### src/rtl/core/lts_pkg.sv
// lts_pkg: shared types and constants for the lru tag store
// request/response words, scan and update control structs, opcodes, fsm states
// no dependencies
package lts_pkg;

   // fixed field widths of the request and response words
   localparam int KEY_FW  = 64;
   localparam int SLOT_FW = 3;
   localparam int OCC_FW  = 4;
   localparam int CAP_FW  = 4;

   // opcodes
   localparam logic OP_LOOKUP = 1'b0;
   localparam logic OP_STORE  = 1'b1;

   // capacity register value after reset
   localparam logic [CAP_FW-1:0] CAPACITY_RESET = 4'd5;

   // request word
   typedef struct packed {
      logic              opcode;
      logic [KEY_FW-1:0] lookup_key;
   } lts_req_type;

   // response word
   typedef struct packed {
      logic               hit;
      logic [SLOT_FW-1:0] slot;
      logic               evicted;
      logic [KEY_FW-1:0]  evicted_key;
      logic [OCC_FW-1:0]  occupancy;
   } lts_rsp_type;

   // control flags that walk down the cell chain with a request
   typedef struct packed {
      logic vld;
      logic opcode;
      logic match_en;
      logic hit_found;
      logic old_found;
      logic free_found;
   } lts_scan_type;

   // update command broadcast to all cells when a scan completes
   typedef struct packed {
      logic en;
      logic store;
   } lts_upd_type;

   // top level control states
   typedef enum logic [1:0] {
      ST_IDLE = 2'b01,
      ST_SCAN = 2'b10
   } lts_state_type;

endpackage

### src/rtl/core/lts_cell.sv
// lts_cell: one directory entry (key, valid, recency rank) plus one scan stage
// folds its entry into the best-match / oldest / first-free search and passes it on
// depends on lts_pkg
module lts_cell #(
   parameter int MAX_ENTRIES = 8,
   parameter int KEY_BITS    = 64,
   parameter int SLOT_W      = 3,
   parameter int CELL_IDX    = 0
) (
   input  logic                     clock,
   input  logic                     reset,
   // scan from the previous cell
   input  lts_pkg::lts_scan_type    up_scan,
   input  logic [KEY_BITS-1:0]      up_key,
   input  logic [SLOT_W-1:0]        up_hrank,
   input  logic [SLOT_W-1:0]        up_hslot,
   input  logic [SLOT_W-1:0]        up_orank,
   input  logic [SLOT_W-1:0]        up_oslot,
   input  logic [KEY_BITS-1:0]      up_okey,
   input  logic [SLOT_W-1:0]        up_fslot,
   // scan to the next cell
   output lts_pkg::lts_scan_type    dn_scan,
   output logic [KEY_BITS-1:0]      dn_key,
   output logic [SLOT_W-1:0]        dn_hrank,
   output logic [SLOT_W-1:0]        dn_hslot,
   output logic [SLOT_W-1:0]        dn_orank,
   output logic [SLOT_W-1:0]        dn_oslot,
   output logic [KEY_BITS-1:0]      dn_okey,
   output logic [SLOT_W-1:0]        dn_fslot,
   // update broadcast
   input  lts_pkg::lts_upd_type     upd,
   input  logic [SLOT_W-1:0]        upd_slot,
   input  logic [SLOT_W-1:0]        upd_rank,
   input  logic [KEY_BITS-1:0]      upd_key,
   // entry status
   output logic                     entry_valid
);
   import lts_pkg::*;

   localparam logic [SLOT_W-1:0] MY_SLOT  = SLOT_W'(CELL_IDX);
   localparam logic [SLOT_W-1:0] RANK_TOP = SLOT_W'(MAX_ENTRIES - 1);

   // entry state
   logic [KEY_BITS-1:0] ekey_ff, ekey_in;
   logic                valid_ff, valid_in;
   logic [SLOT_W-1:0]   rank_ff, rank_in;

   // scan stage registers
   lts_scan_type        scan_ff, scan_in;
   logic [KEY_BITS-1:0] skey_ff, skey_in;
   logic [SLOT_W-1:0]   hrank_ff, hrank_in;
   logic [SLOT_W-1:0]   hslot_ff, hslot_in;
   logic [SLOT_W-1:0]   orank_ff, orank_in;
   logic [SLOT_W-1:0]   oslot_ff, oslot_in;
   logic [KEY_BITS-1:0] okey_ff, okey_in;
   logic [SLOT_W-1:0]   fslot_ff, fslot_in;

   logic hit_take, old_take, free_take, is_tgt;

   // local decisions: strict compares keep the lowest slot on ties
   assign hit_take  = up_scan.match_en && valid_ff && (ekey_ff == up_key) &&
                      (!up_scan.hit_found || (rank_ff < up_hrank));
   assign old_take  = valid_ff && (!up_scan.old_found || (rank_ff > up_orank));
   assign free_take = !valid_ff && !up_scan.free_found;
   assign is_tgt    = (upd_slot == MY_SLOT);

   // fold this entry into the running search
   always_comb begin
      scan_in  = up_scan;
      skey_in  = up_key;
      hrank_in = up_hrank;
      hslot_in = up_hslot;
      orank_in = up_orank;
      oslot_in = up_oslot;
      okey_in  = up_okey;
      fslot_in = up_fslot;
      if (hit_take) begin
         scan_in.hit_found = 1'b1;
         hrank_in          = rank_ff;
         hslot_in          = MY_SLOT;
      end
      if (old_take) begin
         scan_in.old_found = 1'b1;
         orank_in          = rank_ff;
         oslot_in          = MY_SLOT;
         okey_in           = ekey_ff;
      end
      if (free_take) begin
         scan_in.free_found = 1'b1;
         fslot_in           = MY_SLOT;
      end
   end

   // entry update on broadcast
   always_comb begin
      ekey_in  = ekey_ff;
      valid_in = valid_ff;
      rank_in  = rank_ff;
      if (upd.en) begin
         if (upd.store) begin
            if (is_tgt) begin
               ekey_in  = upd_key;
               valid_in = 1'b1;
               rank_in  = '0;
            end else if (valid_ff && (rank_ff < RANK_TOP)) begin
               rank_in = rank_ff + 1'b1;
            end
         end else begin
            if (is_tgt) begin
               rank_in = '0;
            end else if (valid_ff && (rank_ff < upd_rank)) begin
               rank_in = rank_ff + 1'b1;
            end
         end
      end
   end

   // control registers
   always_ff @(posedge clock) begin
      if (reset) begin
         valid_ff <= 1'b0;
         rank_ff  <= '0;
         scan_ff  <= '0;
      end else begin
         valid_ff <= valid_in;
         rank_ff  <= rank_in;
         scan_ff  <= scan_in;
      end
   end

   // payload registers
   always_ff @(posedge clock) begin
      ekey_ff  <= ekey_in;
      skey_ff  <= skey_in;
      hrank_ff <= hrank_in;
      hslot_ff <= hslot_in;
      orank_ff <= orank_in;
      oslot_ff <= oslot_in;
      okey_ff  <= okey_in;
      fslot_ff <= fslot_in;
   end

   assign dn_scan     = scan_ff;
   assign dn_key      = skey_ff;
   assign dn_hrank    = hrank_ff;
   assign dn_hslot    = hslot_ff;
   assign dn_orank    = orank_ff;
   assign dn_oslot    = oslot_ff;
   assign dn_okey     = okey_ff;
   assign dn_fslot    = fslot_ff;
   assign entry_valid = valid_ff;

endmodule

### src/rtl/core/lru_tag_store_unit.sv
// lru_tag_store_unit: fully associative lru directory built as a chain of entry cells
// depends on lts_pkg and lts_cell
//
// A command word is taken when start is high and busy is low. The key then walks
// the chain of MAX_ENTRIES entry cells, one cell per cycle, collecting the most
// recent matching entry, the least recent entry and the first free slot. When it
// leaves the last cell the directory is updated and the response word registered
// alongside it, shown on rsp_strobe for a single cycle. busy drops with the strobe,
// so a new command can be taken once the response appears, not before. The
// response cannot be held off; the receiver must take it when rsp_strobe is high.
// Capacity is written through the csr port while busy is low; values of 0 act as 1
// and values above MAX_ENTRIES act as MAX_ENTRIES.
module lru_tag_store_unit #(
   parameter int MAX_ENTRIES = 8,
   parameter int KEY_BITS    = 64
) (
   input  logic                         clock,
   input  logic                         reset,
   // command channel
   input  logic                         start,
   output logic                         busy,
   input  lts_pkg::lts_req_type         req_data,
   // response channel
   output logic                         rsp_strobe,
   output lts_pkg::lts_rsp_type         rsp_data,
   // capacity register
   input  logic                         csr_valid,
   output logic                         csr_ready,
   input  logic [lts_pkg::CAP_FW-1:0]   csr_wdata
);
   import lts_pkg::*;

   localparam int SLOT_W = $clog2(MAX_ENTRIES);
   localparam int CNT_W  = $clog2(MAX_ENTRIES + 1);
   localparam int CMP_W  = (CNT_W > CAP_FW) ? CNT_W : CAP_FW;
   localparam logic [CMP_W-1:0] MAX_CMP = CMP_W'(MAX_ENTRIES);
   localparam logic [CMP_W-1:0] ONE_CMP = CMP_W'(1);

   // control and status registers
   lts_state_type       state_ff, state_in;
   logic [CNT_W-1:0]    count_ff, count_in;
   logic [CAP_FW-1:0]   cap_ff, cap_in;
   logic                rsp_strobe_ff, rsp_strobe_in;
   lts_rsp_type         rsp_data_ff, rsp_data_in;

   // chain stage wires: index 0 feeds the first cell, index MAX_ENTRIES is the tail
   lts_scan_type        st_scan  [MAX_ENTRIES+1];
   logic [KEY_BITS-1:0] st_key   [MAX_ENTRIES+1];
   logic [SLOT_W-1:0]   st_hrank [MAX_ENTRIES+1];
   logic [SLOT_W-1:0]   st_hslot [MAX_ENTRIES+1];
   logic [SLOT_W-1:0]   st_orank [MAX_ENTRIES+1];
   logic [SLOT_W-1:0]   st_oslot [MAX_ENTRIES+1];
   logic [KEY_BITS-1:0] st_okey  [MAX_ENTRIES+1];
   logic [SLOT_W-1:0]   st_fslot [MAX_ENTRIES+1];

   logic [MAX_ENTRIES-1:0] valid_vec;
   logic [MAX_ENTRIES-1:0] chain_vld;

   logic                req_accept;
   logic [KEY_BITS-1:0] req_key;
   lts_scan_type        inj_scan;

   lts_upd_type         upd;
   logic [SLOT_W-1:0]   upd_slot, upd_rank, store_slot;
   logic [CMP_W-1:0]    cap_ext, eff_cap;
   logic                room;

   // handshakes
   assign busy       = (state_ff == ST_SCAN);
   assign req_accept = start && !busy;
   assign csr_ready  = !busy;
   assign rsp_strobe = rsp_strobe_ff;
   assign rsp_data   = rsp_data_ff;

   // request injection into the first cell
   assign req_key = req_data.lookup_key[KEY_BITS-1:0];

   always_comb begin
      inj_scan          = '0;
      inj_scan.vld      = req_accept;
      inj_scan.opcode   = req_data.opcode;
      inj_scan.match_en = (req_data.opcode == OP_LOOKUP) && (|req_key);
   end

   assign st_scan[0]  = inj_scan;
   assign st_key[0]   = req_key;
   assign st_hrank[0] = '0;
   assign st_hslot[0] = '0;
   assign st_orank[0] = '0;
   assign st_oslot[0] = '0;
   assign st_okey[0]  = '0;
   assign st_fslot[0] = '0;

   // chain of entry cells
   for (genvar i = 0; i < MAX_ENTRIES; i++) begin : g_cell
      lts_cell #(
         .MAX_ENTRIES (MAX_ENTRIES),
         .KEY_BITS    (KEY_BITS),
         .SLOT_W      (SLOT_W),
         .CELL_IDX    (i)
      ) u_cell (
         .clock       (clock),
         .reset       (reset),
         .up_scan     (st_scan[i]),
         .up_key      (st_key[i]),
         .up_hrank    (st_hrank[i]),
         .up_hslot    (st_hslot[i]),
         .up_orank    (st_orank[i]),
         .up_oslot    (st_oslot[i]),
         .up_okey     (st_okey[i]),
         .up_fslot    (st_fslot[i]),
         .dn_scan     (st_scan[i+1]),
         .dn_key      (st_key[i+1]),
         .dn_hrank    (st_hrank[i+1]),
         .dn_hslot    (st_hslot[i+1]),
         .dn_orank    (st_orank[i+1]),
         .dn_oslot    (st_oslot[i+1]),
         .dn_okey     (st_okey[i+1]),
         .dn_fslot    (st_fslot[i+1]),
         .upd         (upd),
         .upd_slot    (upd_slot),
         .upd_rank    (upd_rank),
         .upd_key     (st_key[MAX_ENTRIES]),
         .entry_valid (valid_vec[i])
      );
      assign chain_vld[i] = st_scan[i+1].vld;
   end

   // effective capacity, clamped to 1..MAX_ENTRIES
   always_comb begin
      cap_ext = CMP_W'(cap_ff);
      if (cap_ext == '0) begin
         eff_cap = ONE_CMP;
      end else if (cap_ext > MAX_CMP) begin
         eff_cap = MAX_CMP;
      end else begin
         eff_cap = cap_ext;
      end
   end

   assign room = (CMP_W'(count_ff) < eff_cap);

   // capacity register write
   always_comb begin
      cap_in = cap_ff;
      if (csr_valid && csr_ready) begin
         cap_in = csr_wdata;
      end
   end

   // sequencing and resolution at the chain tail
   always_comb begin
      state_in      = state_ff;
      count_in      = count_ff;
      rsp_strobe_in = 1'b0;
      rsp_data_in   = rsp_data_ff;
      upd           = '0;
      upd_slot      = '0;
      upd_rank      = '0;
      store_slot    = '0;
      case (state_ff)
         ST_IDLE: begin
            if (req_accept) begin
               state_in = ST_SCAN;
            end
         end
         ST_SCAN: begin
            if (st_scan[MAX_ENTRIES].vld) begin
               state_in      = ST_IDLE;
               rsp_strobe_in = 1'b1;
               rsp_data_in   = '0;
               if (st_scan[MAX_ENTRIES].opcode == OP_LOOKUP) begin
                  // hit: promote the matched entry
                  if (st_scan[MAX_ENTRIES].hit_found) begin
                     rsp_data_in.hit  = 1'b1;
                     rsp_data_in.slot = SLOT_FW'(st_hslot[MAX_ENTRIES]);
                     upd.en           = 1'b1;
                     upd_slot         = st_hslot[MAX_ENTRIES];
                     upd_rank         = st_hrank[MAX_ENTRIES];
                  end
               end else begin
                  // store: free slot while below capacity, else evict the oldest, else slot 0
                  if (room && st_scan[MAX_ENTRIES].free_found) begin
                     store_slot = st_fslot[MAX_ENTRIES];
                     count_in   = CNT_W'(count_ff + 1'b1);
                  end else if (st_scan[MAX_ENTRIES].old_found) begin
                     store_slot              = st_oslot[MAX_ENTRIES];
                     rsp_data_in.evicted     = 1'b1;
                     rsp_data_in.evicted_key = KEY_FW'(st_okey[MAX_ENTRIES]);
                  end else begin
                     store_slot = '0;
                     count_in   = CNT_W'(1);
                  end
                  upd.en           = 1'b1;
                  upd.store        = 1'b1;
                  upd_slot         = store_slot;
                  rsp_data_in.slot = SLOT_FW'(store_slot);
               end
               rsp_data_in.occupancy = OCC_FW'(count_in);
            end
         end
         default: begin
            state_in = ST_IDLE;
         end
      endcase
   end

   // control registers
   always_ff @(posedge clock) begin
      if (reset) begin
         state_ff      <= ST_IDLE;
         count_ff      <= '0;
         cap_ff        <= CAPACITY_RESET;
         rsp_strobe_ff <= 1'b0;
      end else begin
         state_ff      <= state_in;
         count_ff      <= count_in;
         cap_ff        <= cap_in;
         rsp_strobe_ff <= rsp_strobe_in;
      end
   end

   // response word
   always_ff @(posedge clock) begin
      rsp_data_ff <= rsp_data_in;
   end

   // at most one request in flight along the chain
   a_chain_single: assert property (@(posedge clock) disable iff (reset)
      $onehot0(chain_vld))
      else $error("more than one request in the cell chain");

   // a request leaving the chain produces a response strobe next cycle
   a_tail_rsp: assert property (@(posedge clock) disable iff (reset)
      chain_vld[MAX_ENTRIES-1] |=> rsp_strobe_ff)
      else $error("chain tail did not produce a response");

   // an accepted command keeps the unit busy for the following cycle
   a_accept_busy: assert property (@(posedge clock) disable iff (reset)
      req_accept |=> busy)
      else $error("busy not raised after accepting a command");

   // occupancy count tracks the number of valid entries
   a_occ_valid: assert property (@(posedge clock) disable iff (reset)
      $countones(valid_vec) == count_ff)
      else $error("occupancy count differs from valid entry count");

endmodule

### config.mk
export PLATFORM = sky130hd
export DESIGN_NAME = lru_tag_store_unit
export DESIGN_NICKNAME = d
export VERILOG_FILES = /design/src/rtl/core/lts_pkg.sv /design/src/rtl/core/lts_cell.sv /design/src/rtl/core/lru_tag_store_unit.sv
export SDC_FILE = /design/constraint.sdc
export NUM_CORES = 2
export LEC_CHECK = 0
export BUFFER_PORTS_ARGS = -buffer_cell sky130_fd_sc_hd__buf_4
export CAP_MARGIN = 40
export CORE_MARGIN = 2
export CORE_UTILIZATION = 60
export DETAILED_ROUTE_END_ITERATION = 6
export GPL_ROUTABILITY_DRIVEN = 1
export GPL_TIMING_DRIVEN = 0
export PLACE_DENSITY_LB_ADDON = 0.25
export SYNTH_ARGS = -nofsm -noshare
export SYNTH_HDL_FRONTEND = slang
export SYNTH_SLANG_ARGS = --single-unit
### constraint.sdc
create_clock -name clock -period 8.7 [get_ports clock]
set_input_delay 0.435 -clock clock [delete_from_list [all_inputs] [get_ports clock]]
set_output_delay 0.435 -clock clock [all_outputs]
set_load 0.02 [all_outputs]
==> results.md <==
* Worst Path Class, Setup: flip-flop to flip-flop
* Antenna Violating Nets Remaining at 0
* Summed instance area of the synthesized netlist at between 0.05 and 0.06 mm²
* Sequential cell area at 0.0418 mm²
* Slowest cell on crit path: sky130_fd_sc_hd__clkbuf_1
* Count of boundary I/O pins at 149
* Horizontal die dimension at 316 µm
* Cell Rows at 114
* TritonCTS clock tree: done
* Simple logic cell fraction of the synthesized area at 6.91%
* Final setup skew at 0.0214 ns
* Result of the run: finished, final reports clean
* Kind of path behind the tightest hold check: input port to flip-flop
* Number of antenna violations at the first check in global routing at 2
* Die Outline Area at 0.0997 mm²
* Post-synth EDFFs at 585
* Routability congestion estimate from global placement at 0.967
* Cells along the critical path: clkbuf_1, clkbuf_1, nand2_1, o31a_1, a211o_1, nor3_2, buf_6, buf_4, buf_4, buf_6, buf_4, buf_8
* Overall routing resource usage at 34.4%
* Area growth syn-to-layout at 16.8%
* Count of final setup violators at 0
* Hold Vio Cnt, Final at 0
* Total detailed-routing wirelength at 171000 µm
* Drt initial violations at 3801
* Peak supply drop at 0.196 mV
* Most used flip-flop cell after synthesis: sky130_fd_sc_hd__dfxtp_1
* Distinct cell type count of the synthesized netlist at 68
* Clock root buffer: sky130_fd_sc_hd__clkbuf_16
* Combinational family with the most area after synthesis: multiplexers
* Via count at 32609
* Vertical die dimension at 316 µm
* Number of instances in the synthesized netlist at 3959
* Cell repeated most along the worst path: sky130_fd_sc_hd__buf_4
* Post-synthesis mux area share at 9.28%
* Final-layout fill cell count at 6477
* Number of I/O port buffers at ~150
* CTS resizes at 0
* Kind of end point of the critical path: flip-flop
* Worst hold-check slack at 0.0724 ns
* HPWL after detailed placement at 133000 µm
* Clock-pin slew on the worst setup and hold paths at roughly 0.06 ns
* Least-Margin Pin Slew at 0.973 ns
* Mean cell area of the mapped netlist at 14.7 µm²
* CP Buf/Inv Count at 8
* Power density normalized to cell area at 244 mW/mm²
* Vias per cell at 5.59
* Post-synthesis xor/xnor area fraction at 5.90%
* # Max-Cap Violations at 0
* Post-synthesis async set-or-reset flop share at 0%
* First-pass GRT wire length at between 200000 and 250000 µm
* Max FO, Critical Path at 11
* Layout Nets at 4542
* RSZ-0062 raised after global routing: false
* Warnings, synthesis at 0
* Share of synthesized cell area in full adder, half adder and majority cells at 1.35%
* Multi-input logic area at 0.0156 mm²
* Max-Slew Margin vs Limit at 33.5%
* Cell leakage power at roughly 27 nW
* Clock network latency to the later pin of the worst-skew pair at 0.79 ns
* Setup bufs post-CTS at 0
* CTS H-tree lvls at 4
* Share of cells above drive strength 1 at 21.4%
* Detail-routed net length per standard cell at 29.3 µm
* Number of synthesized register bits at 1795
* Min Clock Period, post-route at 4.87 ns
* Number of buffers on the longest clock path at 3
* Dpl cells at around 5400
* Final std cells w/o fill at about 5800
* Number of remaining DRC errors at 0
* Arrival time worst endpoint at around 5.4 ns
* Gr ovfl total at 0
* Period Utilization, post-route at 55.9%
* Worst setup SP type: flip-flop
* Fraction of the mapped netlist area in compound gates at 3.20%
* Core Footprint at roughly 0.097 mm²
* Hold buffers post-CTS at 74
* Initial Util at 60.4%
* Largest net degree at the start of global routing at 44
* TritonCTS Buffers at 170
* Final core area utilization at 70.5%
* Post-Place Cell Area at 0.0617 mm²
* Number of slew-limit violations in the final report at 0
* TritonCTS Sinks at between 1500 and 2000
* Crit-path leading delay family: buffers and inverters
* Stage delay of the slowest cell on the critical path at approximately 0.7 ns
* Highest attainable clock frequency at 205 MHz
* Final Total Pwr at 16.6 mW
* Number of global-route vias before repair at 31792
* CP required at 9.19 ns
* Mapped Nets at 4095
* Post-Layout Inst Area at just under 0.07 mm²
* Fraction of the yosys area taken by sequential cells at 71.7%
* First-pass iteration count of the detailed router at 5
[stage by stage]
stage / setup TNS (ns) / setup WS [ns]
2_1_floorplan: 0 / 1.77
3_3_place_gp: -339.47 / -2.43
3_5_place_dp: 0 / 4.02
4_1_cts: 0 / 4.01
5_1_grt: 0 / 3.66
6_report: 0 / 3.83
[routing by layer]
layer | wire length, µm | GRT usage, % | up-vias
li1 | - | - | 14808
met1 | 73900 | 47.7 | 15978
met2 | 75700 | 52.3 | 1523
met3 | 11200 | 5.15 | 298
met4 | 10400 | 19.2 | 2
met5 | 13 | 0 | -
[state kept, by name, summed over array words and instances (netlist names)]
name,count
g_cell.u_cell.rank_ff,24
g_cell.u_cell.ekey_ff,512
g_cell.u_cell.dn_okey,512
g_cell.u_cell.dn_hrank,24
rsp_data,73
g_cell.u_cell.dn_scan,47
g_cell.u_cell.dn_key,512
g_cell.u_cell.dn_oslot,17
rsp_strobe,1
g_cell.u_cell.dn_hslot,17
g_cell.u_cell.entry_valid,8
g_cell.u_cell.dn_orank,21
g_cell.u_cell.dn_fslot,17
state_ff,2
count_ff,4
cap_ext,4
[layout make-up]
cell class,instances,area share [%]
tap,1276,2.34
buffer,92,0.511
antenna,4,0.0147
clock buffer,246,7.33
clock inverter,74,1.02
sequential,1795,61.4
multi-input combinational,1901,22.9
timing repair buffer,275,3.59
inverter,171,0.943
[cells in the final DEF (no fill, tap or decap), types with 10 or more instances in the layout]
cell type and count:
sky130_fd_sc_hd__dlygate4sd3_1 74, sky130_fd_sc_hd__clkbuf_8 28, sky130_fd_sc_hd__xor2_1 229, sky130_fd_sc_hd__clkbuf_1 110, sky130_fd_sc_hd__and2_1 144, sky130_fd_sc_hd__nor4_1 85, sky130_fd_sc_hd__o21a_1 13, sky130_fd_sc_hd__nand4_1 64
sky130_fd_sc_hd__mux2_2 467, sky130_fd_sc_hd__nand2b_1 44, sky130_fd_sc_hd__ha_1 63, sky130_fd_sc_hd__nor2b_1 104, sky130_fd_sc_hd__nand2_1 70, sky130_fd_sc_hd__or4_1 11, sky130_fd_sc_hd__inv_1 170, sky130_fd_sc_hd__nor2_1 65
sky130_fd_sc_hd__clkinv_1 10, sky130_fd_sc_hd__a21oi_1 34, sky130_fd_sc_hd__clkinv_2 33, sky130_fd_sc_hd__nand3_1 37, sky130_fd_sc_hd__clkbuf_16 178, sky130_fd_sc_hd__buf_4 167, sky130_fd_sc_hd__nor3_1 32, sky130_fd_sc_hd__o22ai_1 30
sky130_fd_sc_hd__buf_1 21, sky130_fd_sc_hd__xnor2_1 164, sky130_fd_sc_hd__edfxtp_1 585, sky130_fd_sc_hd__o21ai_0 52, sky130_fd_sc_hd__buf_2 10, sky130_fd_sc_hd__mux2i_1 15, sky130_fd_sc_hd__or2_2 13, sky130_fd_sc_hd__a2111oi_0 20
sky130_fd_sc_hd__dfxtp_1 1210
[worst paths after layout]
path | slack, ns | cells after the start | end | from
hold / removal | 0.07 | 4 | cap_ext[3] | csr_valid
hold reg to reg | 0.34 | 0 | g_cell[6].u_cell.dn_key[38] | g_cell[5].u_cell.dn_key[38]
setup reg to reg | 3.83 | 12 | g_cell[2].u_cell.ekey_ff[38] | g_cell[7].u_cell.dn_scan[4]
setup / recovery | 3.83 | 12 | g_cell[2].u_cell.ekey_ff[38] | g_cell[7].u_cell.dn_scan[4]
[worst reg2reg max path: cells and delay by family (launching register included)]
family,cells,cell delay (ns)
and+or+nand+nor,2,0.89
DFF,1,0.31
buffers and inverters,8,2.56
AOI/OAI and AO/OA,2,0.83
[Yosys cell counts, types with 15 or more instances]
cell type | instances | area share (%)
sky130_fd_sc_hd__buf_1 | 21 | 0.14
sky130_fd_sc_hd__a2111oi_0 | 20 | 0.30
sky130_fd_sc_hd__nor2b_1 | 104 | 1.1
sky130_fd_sc_hd__xnor2_1 | 164 | 2.5
sky130_fd_sc_hd__mux2i_1 | 15 | 0.26
sky130_fd_sc_hd__nand4_1 | 64 | 0.69
sky130_fd_sc_hd__nand3_1 | 37 | 0.32
sky130_fd_sc_hd__xor2_1 | 229 | 3.4
sky130_fd_sc_hd__ha_1 | 63 | 1.4
sky130_fd_sc_hd__nor3_1 | 35 | 0.30
sky130_fd_sc_hd__a21oi_1 | 34 | 0.29
sky130_fd_sc_hd__inv_1 | 170 | 1.1
sky130_fd_sc_hd__o22ai_1 | 30 | 0.32
sky130_fd_sc_hd__edfxtp_1 | 585 | 30
sky130_fd_sc_hd__clkbuf_1 | 70 | 0.45
sky130_fd_sc_hd__mux2_2 | 467 | 9.0
sky130_fd_sc_hd__nor4_1 | 85 | 0.91
sky130_fd_sc_hd__nand2b_1 | 44 | 0.47
sky130_fd_sc_hd__dfxtp_1 | 1210 | 42
sky130_fd_sc_hd__and2_1 | 144 | 1.5
sky130_fd_sc_hd__nand2_1 | 70 | 0.45
sky130_fd_sc_hd__o21ai_0 | 52 | 0.45
sky130_fd_sc_hd__nor2_1 | 69 | 0.44
[report_power, final]
| part | switching (mW) | internal [mW] |
|---|---|---|
| registers | 0.198 | 8.77 |
| logic | 0.171 | 0.121 |
| clock network | 3.15 | 4.23 |
| total | 3.52 | 13.1 |
[cell families after synthesis]
group,Yosys count
AND/OR/NAND/NOR,700
XOR/XNOR,393
buffers and inverters,263
multiplexers,482
flip-flops,1795
adder cells (fa/ha/maj),63
AO/OA/AOI/OAI,263
(Power assumes the default switching activity.)
